`src/rtl/fat_chain_block_allocator_defines.svh`:
```
// Assertion macros used by the allocator top level.
`ifndef FAT_CHAIN_BLOCK_ALLOCATOR_DEFINES_SVH
`define FAT_CHAIN_BLOCK_ALLOCATOR_DEFINES_SVH
// Condition in one cycle implies the consequence in the same cycle.
`define FCBA_ASSERT_NOW(lbl, ante, cons) \
	lbl: assert property (@(posedge clk) disable iff (!arst_n) (ante) |-> (cons)) \
		else $error("fcba assertion failed");
// Condition in one cycle implies the consequence in the next cycle.
`define FCBA_ASSERT_NEXT(lbl, ante, cons) \
	lbl: assert property (@(posedge clk) disable iff (!arst_n) (ante) |=> (cons)) \
		else $error("fcba assertion failed");
`endif

```
`src/rtl/fcba_pkg.sv`:
```
// Shared constants and codes of the FAT chain block allocator.
package fcba_pkg;
	localparam int NUM_BLOCKS_DEF   = 256;
	localparam int DIR_SLOTS_DEF    = 11;
	localparam int TABLE_BLOCKS_DEF = 11;

	localparam logic [2:0] OP_CREATE = 3'd0;
	localparam logic [2:0] OP_REMOVE = 3'd1;
	localparam logic [2:0] OP_FIRST  = 3'd2;
	localparam logic [2:0] OP_APPEND = 3'd3;
	localparam logic [2:0] OP_DELETE = 3'd4;
	localparam logic [2:0] OP_NEXT   = 3'd5;

	typedef enum logic [2:0] {
		ST_OK          = 3'd0,
		ST_DIR_FULL    = 3'd1,
		ST_NO_FILE     = 3'd2,
		ST_DISK_FULL   = 3'd3,
		ST_NOT_IN_FILE = 3'd4
	} status_t;
endpackage

```
`src/rtl/fcba_link_ram.sv`:
```
// Link table memory: one write port, one read port with registered data.
module fcba_link_ram #(
	parameter int DEPTH = fcba_pkg::NUM_BLOCKS_DEF,
	parameter int AW    = $clog2(DEPTH)
) (
	input  logic          clk,
	input  logic          we,
	input  logic [AW-1:0] waddr,
	input  logic [AW-1:0] wdata,
	input  logic [AW-1:0] raddr,
	output logic [AW-1:0] rdata
);
	logic [AW-1:0] mem [DEPTH];
	logic [AW-1:0] rdata_q;

	always_ff @(posedge clk) begin
		if (we) begin
			mem[waddr] <= wdata;
		end
		rdata_q <= mem[raddr];
	end

	assign rdata = rdata_q;
endmodule

```
`src/rtl/fat_chain_block_allocator.sv`:
```
// Top level of the FAT chain block allocator: sequencer, directory and link table.
// After reset the block formats its link table, one entry a cycle, with busy high. A
// request is taken when start is high and busy low; its single result appears for one
// cycle with done high, and busy stays high until then. Every valid request first
// scans the directory one slot a cycle. Create, remove and first block then finish at
// once; append takes the head of the free list, unlinks it, clears its link and walks
// the file's chain to hang it on the end; delete and next walk the chain to the named
// block through the one read port of the table, then next reads its link and delete
// unlinks it and puts it back on the free list. An unused operation code gives its
// result in the cycle after it is taken, and busy stays low.
// Results cannot be held off: the receiver must take each one in its strobe cycle.
`include "fat_chain_block_allocator_defines.svh"
module fat_chain_block_allocator #(
	parameter int NUM_BLOCKS   = fcba_pkg::NUM_BLOCKS_DEF,
	parameter int DIR_SLOTS    = fcba_pkg::DIR_SLOTS_DEF,
	parameter int TABLE_BLOCKS = fcba_pkg::TABLE_BLOCKS_DEF
) (
	input  logic        clk,
	input  logic        arst_n,
	input  logic        start,
	output logic        busy,
	input  logic [2:0]  operation,
	input  logic [39:0] name_key,
	input  logic [7:0]  block_number,
	output logic        done,
	output logic [2:0]  status,
	output logic [7:0]  value
);
	localparam int BW    = $clog2(NUM_BLOCKS);
	localparam int CW    = (BW > 8) ? BW : 8;
	localparam int SW    = (DIR_SLOTS > 1) ? $clog2(DIR_SLOTS) : 1;
	localparam int START = TABLE_BLOCKS + 2;

	typedef enum logic [3:0] {
		S_FMT, S_IDLE, S_SCAN,
		S_AP_HEAD, S_AP_HD2, S_AP_NX2, S_AP_CLR, S_AP_WALK, S_AP_W2,
		S_CH_CHK, S_CH_NXT, S_CH_BN, S_CH_BN2, S_DL_HEAD, S_DL_H2, S_DL_FIN
	} state_t;

	state_t            state_q;
	logic [BW-1:0]     fmt_q;
	logic [2:0]        op_q;
	logic [39:0]       key_q;
	logic [CW-1:0]     bn_q;
	logic [SW-1:0]     idx_q;
	logic [SW-1:0]     slot_q;
	logic [BW-1:0]     cur_q;
	logic [BW-1:0]     prev_q;
	logic              prevv_q;
	logic [BW-1:0]     a_q;
	logic              done_q;
	fcba_pkg::status_t status_q;
	logic [7:0]        value_q;

	logic              used_q  [DIR_SLOTS];
	logic [39:0]       name_q  [DIR_SLOTS];
	logic [BW-1:0]     first_q [DIR_SLOTS];

	logic              we_c;
	logic [BW-1:0]     waddr_c;
	logic [BW-1:0]     wdata_c;
	logic [BW-1:0]     raddr_c;
	logic [BW-1:0]     rdata;
	logic [BW-1:0]     fmt_c;
	logic [BW-1:0]     bn_blk;

	function automatic logic [7:0] blk8(logic [BW-1:0] b);
		logic [CW-1:0] e;
		e = CW'(b);
		return e[7:0];
	endfunction

	assign bn_blk = bn_q[BW-1:0];

	fcba_link_ram #(.DEPTH(NUM_BLOCKS), .AW(BW)) u_ram (
		.clk(clk), .we(we_c), .waddr(waddr_c), .wdata(wdata_c),
		.raddr(raddr_c), .rdata(rdata)
	);

	always_comb begin
		if (fmt_q == '0) begin
			fmt_c = (START < NUM_BLOCKS) ? BW'(START) : '0;
		end else if (fmt_q == BW'(NUM_BLOCKS - 1)) begin
			fmt_c = '0;
		end else if (32'(fmt_q) >= 32'(START)) begin
			fmt_c = fmt_q + BW'(1);
		end else begin
			fmt_c = BW'(1);
		end
	end

	always_comb begin
		we_c    = 1'b0;
		waddr_c = '0;
		wdata_c = '0;
		raddr_c = '0;
		unique case (state_q)
			S_FMT: begin
				we_c    = 1'b1;
				waddr_c = fmt_q;
				wdata_c = fmt_c;
			end
			S_AP_HD2: raddr_c = rdata;
			S_AP_NX2: begin
				we_c    = 1'b1;
				wdata_c = rdata;
			end
			S_AP_CLR: begin
				we_c    = 1'b1;
				waddr_c = a_q;
			end
			S_AP_WALK: raddr_c = cur_q;
			S_AP_W2: begin
				we_c    = (rdata == '0);
				waddr_c = cur_q;
				wdata_c = a_q;
			end
			S_CH_CHK: raddr_c = cur_q;
			S_CH_BN: raddr_c = bn_blk;
			S_CH_BN2: begin
				we_c    = (op_q == fcba_pkg::OP_DELETE) && prevv_q;
				waddr_c = prev_q;
				wdata_c = rdata;
			end
			S_DL_H2: begin
				we_c    = 1'b1;
				waddr_c = bn_blk;
				wdata_c = rdata;
			end
			S_DL_FIN: begin
				we_c    = 1'b1;
				wdata_c = bn_blk;
			end
			default: ;
		endcase
	end

	always_ff @(posedge clk or negedge arst_n) begin
		if (!arst_n) begin
			state_q <= S_FMT;
			fmt_q   <= '0;
			done_q  <= 1'b0;
			for (int i = 0; i < DIR_SLOTS; i++) begin
				used_q[i] <= 1'b0;
			end
		end else begin
			unique case (state_q)
				S_FMT: begin
					fmt_q <= fmt_q + BW'(1);
					if (fmt_q == BW'(NUM_BLOCKS - 1)) begin
						state_q <= S_IDLE;
					end
				end
				S_IDLE: begin
					// Every other state is entered with done low and sets it only on
					// its way back here, so the strobe is cleared in this state alone.
					done_q <= start && (operation > fcba_pkg::OP_NEXT);
					if (start) begin
						op_q  <= operation;
						key_q <= name_key;
						bn_q  <= CW'(block_number);
						idx_q <= '0;
						if (operation > fcba_pkg::OP_NEXT) begin
							status_q <= fcba_pkg::ST_OK;
							value_q  <= '0;
						end else begin
							state_q <= S_SCAN;
						end
					end
				end
				S_SCAN: begin
					idx_q <= idx_q + SW'(1);
					if (op_q == fcba_pkg::OP_CREATE) begin
						if (!used_q[idx_q]) begin
							used_q[idx_q]  <= 1'b1;
							name_q[idx_q]  <= key_q;
							first_q[idx_q] <= '0;
							done_q   <= 1'b1;
							status_q <= fcba_pkg::ST_OK;
							value_q  <= '0;
							state_q  <= S_IDLE;
						end else if (idx_q == SW'(DIR_SLOTS - 1)) begin
							done_q   <= 1'b1;
							status_q <= fcba_pkg::ST_DIR_FULL;
							value_q  <= '0;
							state_q  <= S_IDLE;
						end
					end else if (used_q[idx_q] && name_q[idx_q] == key_q) begin
						slot_q  <= idx_q;
						cur_q   <= first_q[idx_q];
						prevv_q <= 1'b0;
						case (op_q)
							fcba_pkg::OP_REMOVE: begin
								used_q[idx_q] <= 1'b0;
								done_q   <= 1'b1;
								status_q <= fcba_pkg::ST_OK;
								value_q  <= '0;
								state_q  <= S_IDLE;
							end
							fcba_pkg::OP_FIRST: begin
								done_q   <= 1'b1;
								status_q <= fcba_pkg::ST_OK;
								value_q  <= blk8(first_q[idx_q]);
								state_q  <= S_IDLE;
							end
							fcba_pkg::OP_APPEND: state_q <= S_AP_HEAD;
							default: state_q <= S_CH_CHK;
						endcase
					end else if (idx_q == SW'(DIR_SLOTS - 1)) begin
						done_q   <= 1'b1;
						status_q <= fcba_pkg::ST_NO_FILE;
						value_q  <= '0;
						state_q  <= S_IDLE;
					end
				end
				S_AP_HEAD: state_q <= S_AP_HD2;
				S_AP_HD2: begin
					if (rdata == '0) begin
						done_q   <= 1'b1;
						status_q <= fcba_pkg::ST_DISK_FULL;
						value_q  <= '0;
						state_q  <= S_IDLE;
					end else begin
						a_q     <= rdata;
						state_q <= S_AP_NX2;
					end
				end
				S_AP_NX2: state_q <= S_AP_CLR;
				S_AP_CLR: begin
					if (first_q[slot_q] == '0) begin
						first_q[slot_q] <= a_q;
						done_q   <= 1'b1;
						status_q <= fcba_pkg::ST_OK;
						value_q  <= blk8(a_q);
						state_q  <= S_IDLE;
					end else begin
						state_q <= S_AP_WALK;
					end
				end
				S_AP_WALK: state_q <= S_AP_W2;
				S_AP_W2: begin
					if (rdata == '0) begin
						done_q   <= 1'b1;
						status_q <= fcba_pkg::ST_OK;
						value_q  <= blk8(a_q);
						state_q  <= S_IDLE;
					end else begin
						cur_q   <= rdata;
						state_q <= S_AP_WALK;
					end
				end
				S_CH_CHK: begin
					if (cur_q == '0) begin
						done_q   <= 1'b1;
						status_q <= fcba_pkg::ST_NOT_IN_FILE;
						value_q  <= '0;
						state_q  <= S_IDLE;
					end else if (CW'(cur_q) == bn_q) begin
						state_q <= S_CH_BN;
					end else begin
						state_q <= S_CH_NXT;
					end
				end
				S_CH_NXT: begin
					prev_q  <= cur_q;
					prevv_q <= 1'b1;
					cur_q   <= rdata;
					state_q <= S_CH_CHK;
				end
				S_CH_BN: state_q <= S_CH_BN2;
				S_CH_BN2: begin
					if (op_q == fcba_pkg::OP_NEXT) begin
						done_q   <= 1'b1;
						status_q <= fcba_pkg::ST_OK;
						value_q  <= blk8(rdata);
						state_q  <= S_IDLE;
					end else begin
						if (!prevv_q) begin
							first_q[slot_q] <= rdata;
						end
						state_q <= S_DL_HEAD;
					end
				end
				S_DL_HEAD: state_q <= S_DL_H2;
				S_DL_H2: state_q <= S_DL_FIN;
				S_DL_FIN: begin
					done_q   <= 1'b1;
					status_q <= fcba_pkg::ST_OK;
					value_q  <= blk8(bn_blk);
					state_q  <= S_IDLE;
				end
				default: state_q <= S_IDLE;
			endcase
		end
	end

	assign busy   = (state_q != S_IDLE);
	assign done   = done_q;
	assign status = status_q;
	assign value  = value_q;

	`FCBA_ASSERT_NEXT(a_start_busy, start && !busy && operation <= fcba_pkg::OP_NEXT, busy)
	`FCBA_ASSERT_NOW(a_done_idle, done, !busy)
	`FCBA_ASSERT_NOW(a_err_zero, done && status != fcba_pkg::ST_OK, value == 8'd0)
endmodule

```
`config.mk`:
```
export PLATFORM = sky130hd
export DESIGN_NAME = fat_chain_block_allocator
export DESIGN_NICKNAME = d
export VERILOG_FILES = /design/src/rtl/fcba_pkg.sv /design/src/rtl/fcba_link_ram.sv /design/src/rtl/fat_chain_block_allocator.sv
export VERILOG_INCLUDE_DIRS = /design/src /design/src/rtl
export SDC_FILE = /design/constraint.sdc
export NUM_CORES = 2
export LEC_CHECK = 0
export ABC_CLOCK_PERIOD_IN_PS = 16000
export BUFFER_PORTS_ARGS = -buffer_cell sky130_fd_sc_hd__buf_2
export CAP_MARGIN = 20
export CORE_AREA = 2 2 446 448
export DETAILED_ROUTE_END_ITERATION = 8
export DIE_AREA = 0 0 448 450
export HOLD_SLACK_MARGIN = 0.06
export PLACE_DENSITY = 0.69
export SYNTH_ARGS = -nofsm -noshare
export SYNTH_HDL_FRONTEND = slang
export SYNTH_HIERARCHICAL = 1
export SYNTH_SLANG_ARGS = --single-unit
```
`constraint.sdc`:
```
create_clock -name clk -period 16 [get_ports clk]
set_input_delay 1.6 -clock clk [delete_from_list [all_inputs] [get_ports clk]]
set_output_delay 1.6 -clock clk [all_outputs]
set_load 0.005 [all_outputs]
```
==> run summary <==
violated checks: DRC
global-route usage over all layers: 25.9%
Hold WC Path Type: reg -> reg
final hold vios: 0
slew at the pin with the worst max-slew slack: 1220 ps
count of clock tree sinks: 2711
TNS Setup: 0 ps
Distinct cells, synth: 90
CTS Hold Buffers Added: 0
number of slew-limit violations in the final report: 0
Bufs and invs on worst path: 4
post-synth design cell area: 108000 um^2
die boundary width: 448 um
Root Buffer: sky130_fd_sc_hd__clkbuf_16
DR vias: 56200
clk_lat worst skew: 910 ps
Reg2Reg Launch Point: state_q[3]
Wirelength per Cell: 30.8 um
final core utilization: 60.8%
total of endpoints with negative setup slack in the final report: 0
mean cell area of the mapped netlist: 19.6 um^2
vertical extent of the die: 450 um
critical-path cell with the highest stage delay: sky130_fd_sc_hd__buf_4
number of cell instances on the worst register-to-register path: 14
largest driver fanout on the critical path: 107
CP required: 16740 ps
endpoint type of the worst setup path: register
clock tree skew after final layout: 51.3 ps
share of async-settable or async-resettable flops after synthesis: 0.885%
pin count of the biggest net entering global routing: 114
Ys Warns: 6
number of nets in the layout: 5730
fin crit share: 43.3%
critical path cell sequence: nand2b_1 > o22ai_1 > and2_1 > a222oi_1 > inv_8 > buf_12 > buf_4 > buf_4 > mux4_2 > a22o_1 > a221oi_1 > o221ai_1 > a211oi_1 > nor4_1
total overflow reported by the global router: 0
type of origin of the critical path: register
post-layout minimum cycle time: 6920 ps
pre-CTS setup slack: 9390 ps
Initial Utilization: 54.8%
timing-limited maximum frequency: 144 MHz
remaining design rule violation count: 8
first drt pass iteration count: 9
clock transition time at the flip-flop clock pins of the worst setup and hold paths: 60 ps
placeable core area: 197000 um^2
Post CTS Setup Buffer Count: 0
kind of cell with the highest combined delay on the critical path: buffers and inverters
cell repeated most along the worst path: sky130_fd_sc_hd__buf_4
maxcap violations: 0
areal power density over the cells: 168 nW/um^2
number of I/O pins: 67
aggregate routed wire length: 262000 um
post-route total power: 0.0201 W
setup slack of the most critical reg-to-reg path: 9080 ps
critical path startpoint: state_q[3]
Synthesized Nets: 5570
number of buffers added by the clock tree synthesis step: 290
peak ir drop on the vdd network: 259 uV
antenna-violating nets left: 0
count of standard-cell rows: 163
count of H-tree levels built during CTS: 5
capture instance of the worst register-to-register path: u_ram/rdata[5]
share of synthesized area occupied by flip-flops and latches: 75.3%
mean number of vias per cell: 6.61
count of cells resized by post-cts repair: 0
number of flops mapped to enable cells by yosys: 2671
Total Die Area: 202000 um^2
number of instances in the synthesized netlist: 5509
initial drt markers: 7692
depth of the critical timing path with buffers and inverters included: 14
number of antenna violations at the first check in global routing: 8
Critical Path AT: 7660 ps
total of flip-flops plus latches after synthesis: 2711
number of global-route vias before repair: 54900
leading cell type in the layout, fill and taps excluded: sky130_fd_sc_hd__edfxtp_1
headroom to the max-slew limit: 18.8%
leakage: 37.6 nW
ratio of cells with drive above 1 in the final layout: 20.6%
launch point of the worst hold path: slot_q[1]
final HPWL from detailed placement: 157000 um
main flop type after synthesis: sky130_fd_sc_hd__edfxtp_1
PnR worst setup slack: 9080 ps
maximum clock insertion buffer count: 4
commonest cells after routing, fill and taps aside: 2671 x sky130_fd_sc_hd__edfxtp_1, 515 x sky130_fd_sc_hd__mux4_2, 343 x sky130_fd_sc_hd__nor2_1
Placer Congestion: 0.904
endpoint of the worst setup timing path: u_ram/rdata[5]
unrepaired setup endpoints after global routing: no
type of the worst setup path: reg -> reg
port bufs: 66
area growth from synthesis to final layout: 10.9%
clock tree from TritonCTS: yes
first-pass GRT wire length: 381000 um
outcome: complete, but fails checks
max incr delay on CP: 790 ps
-- report_power, final --
part / switching, W / internal, W / total, W
combinational: 0.00318 / 0.00134 / 0.00453
clock: 0.00259 / 0.00370 / 0.00628
sequential: 0.000194 / 0.00905 / 0.00924
total: 0.00597 / 0.0141 / 0.0201
-- through the flow --
| step | cells | cell area (um^2) | hold slack, ps |
|---|---|---|---|
| after global routing | 8497 | 119000 | 560 |
| after floorplan | 5509 | 108000 | 424 |
| after global placement | 8000 | 111000 | 506 |
| after CTS | 8490 | 119000 | 531 |
| after detailed placement | 8011 | 111000 | 518 |
| final | 8499 | 119000 | 539 |
-- flip-flops by register name (all words and copies together), names as in the netlist, 40 cells and up, named ones only --
signal / flops
name_q: 440
key_q: 40
u_ram/mem: 2048
first_q: 88
-- how the worst min path moves through the flow --
stage | end | slack [ps] | depth (start not counted)
after floorplan | slot_q[2] | 420 | 0
final | register | 540 | 1
after global routing | register | 560 | 2
after global placement | register | 510 | 1
after CTS | register | 530 | 1
after detailed placement | register | 520 | 1
-- worst reg2reg max path, stage by stage (launching register included) --
cell and delay (ps):
sky130_fd_sc_hd__dfrtp_1 690, sky130_fd_sc_hd__nand2b_1 290, sky130_fd_sc_hd__o22ai_1 210, sky130_fd_sc_hd__and2_1 300, sky130_fd_sc_hd__a222oi_1 260, sky130_fd_sc_hd__inv_8 600
sky130_fd_sc_hd__buf_12 670, sky130_fd_sc_hd__buf_4 900, sky130_fd_sc_hd__buf_4 800, sky130_fd_sc_hd__mux4_2 470, sky130_fd_sc_hd__a22o_1 280, sky130_fd_sc_hd__a221oi_1 450
sky130_fd_sc_hd__o221ai_1 280, sky130_fd_sc_hd__a211oi_1 470, sky130_fd_sc_hd__nor4_1 100
-- cells by family (layout without fill, tap and decap cells) --
family | after synthesis | after routing | synth area share [%]
flip-flops | 2711 | 2711 | 75.3
AND/OR/NAND/NOR | 872 | 872 | 3.97
multiplexers | 813 | 813 | 13.6
AO/OA/AOI/OAI | 690 | 690 | 4.66
buffers and inverters | 369 | 716 | 1.95
XOR/XNOR | 47 | 47 | 0.382
adder cells (fa/ha/maj) | 7 | 7 | 0.0813
other | 0 | 3 | 0
-- synth_stat cells, types with 39 or more instances --
master | n | area, um^2
sky130_fd_sc_hd__edfxtp_1 | 2671 | 80200
sky130_fd_sc_hd__mux4_2 | 515 | 11600
sky130_fd_sc_hd__nor2_1 | 347 | 1300
sky130_fd_sc_hd__mux2i_1 | 241 | 2410
sky130_fd_sc_hd__a22oi_1 | 167 | 1250
sky130_fd_sc_hd__clkbuf_1 | 156 | 586
sky130_fd_sc_hd__nand2_1 | 123 | 462
sky130_fd_sc_hd__a21oi_1 | 122 | 611
sky130_fd_sc_hd__nand3_1 | 67 | 335
sky130_fd_sc_hd__nor2b_1 | 58 | 363
sky130_fd_sc_hd__mux2_2 | 53 | 597
sky130_fd_sc_hd__o221ai_1 | 53 | 464
sky130_fd_sc_hd__buf_2 | 52 | 260
sky130_fd_sc_hd__nor4_1 | 50 | 313
sky130_fd_sc_hd__nor3_1 | 49 | 245
sky130_fd_sc_hd__o21ai_0 | 46 | 230
sky130_fd_sc_hd__buf_4 | 42 | 315
sky130_fd_sc_hd__inv_1 | 41 | 154
sky130_fd_sc_hd__nand2b_1 | 39 | 244
sky130_fd_sc_hd__o211ai_1 | 39 | 293
sky130_fd_sc_hd__o22ai_1 | 39 | 244
-- cell type report --
| class | instances | area, um^2 |
|---|---|---|
| well taps | 2640 | 3300 |
| repair buffers | 194 | 1400 |
| inverters | 43 | 176 |
| diodes | 3 | 7.51 |
| clock buffers | 355 | 7730 |
| clock inverters | 124 | 1040 |
| multi-input cells | 2429 | 24700 |
| flip-flops and latches | 2711 | 81100 |
| fillers | 13700 | 77100 |
-- layer usage --
layer	vias to the layer above	routed length, um	track usage (%)
met5	-	13	0
met4	2	8880	8.48
met3	514	27200	5.61
met2	3118	122000	39.3
met1	29400	104000	37.9
li1	23200	-	-
No activity file was read; power rests on OpenSTA's default activity.
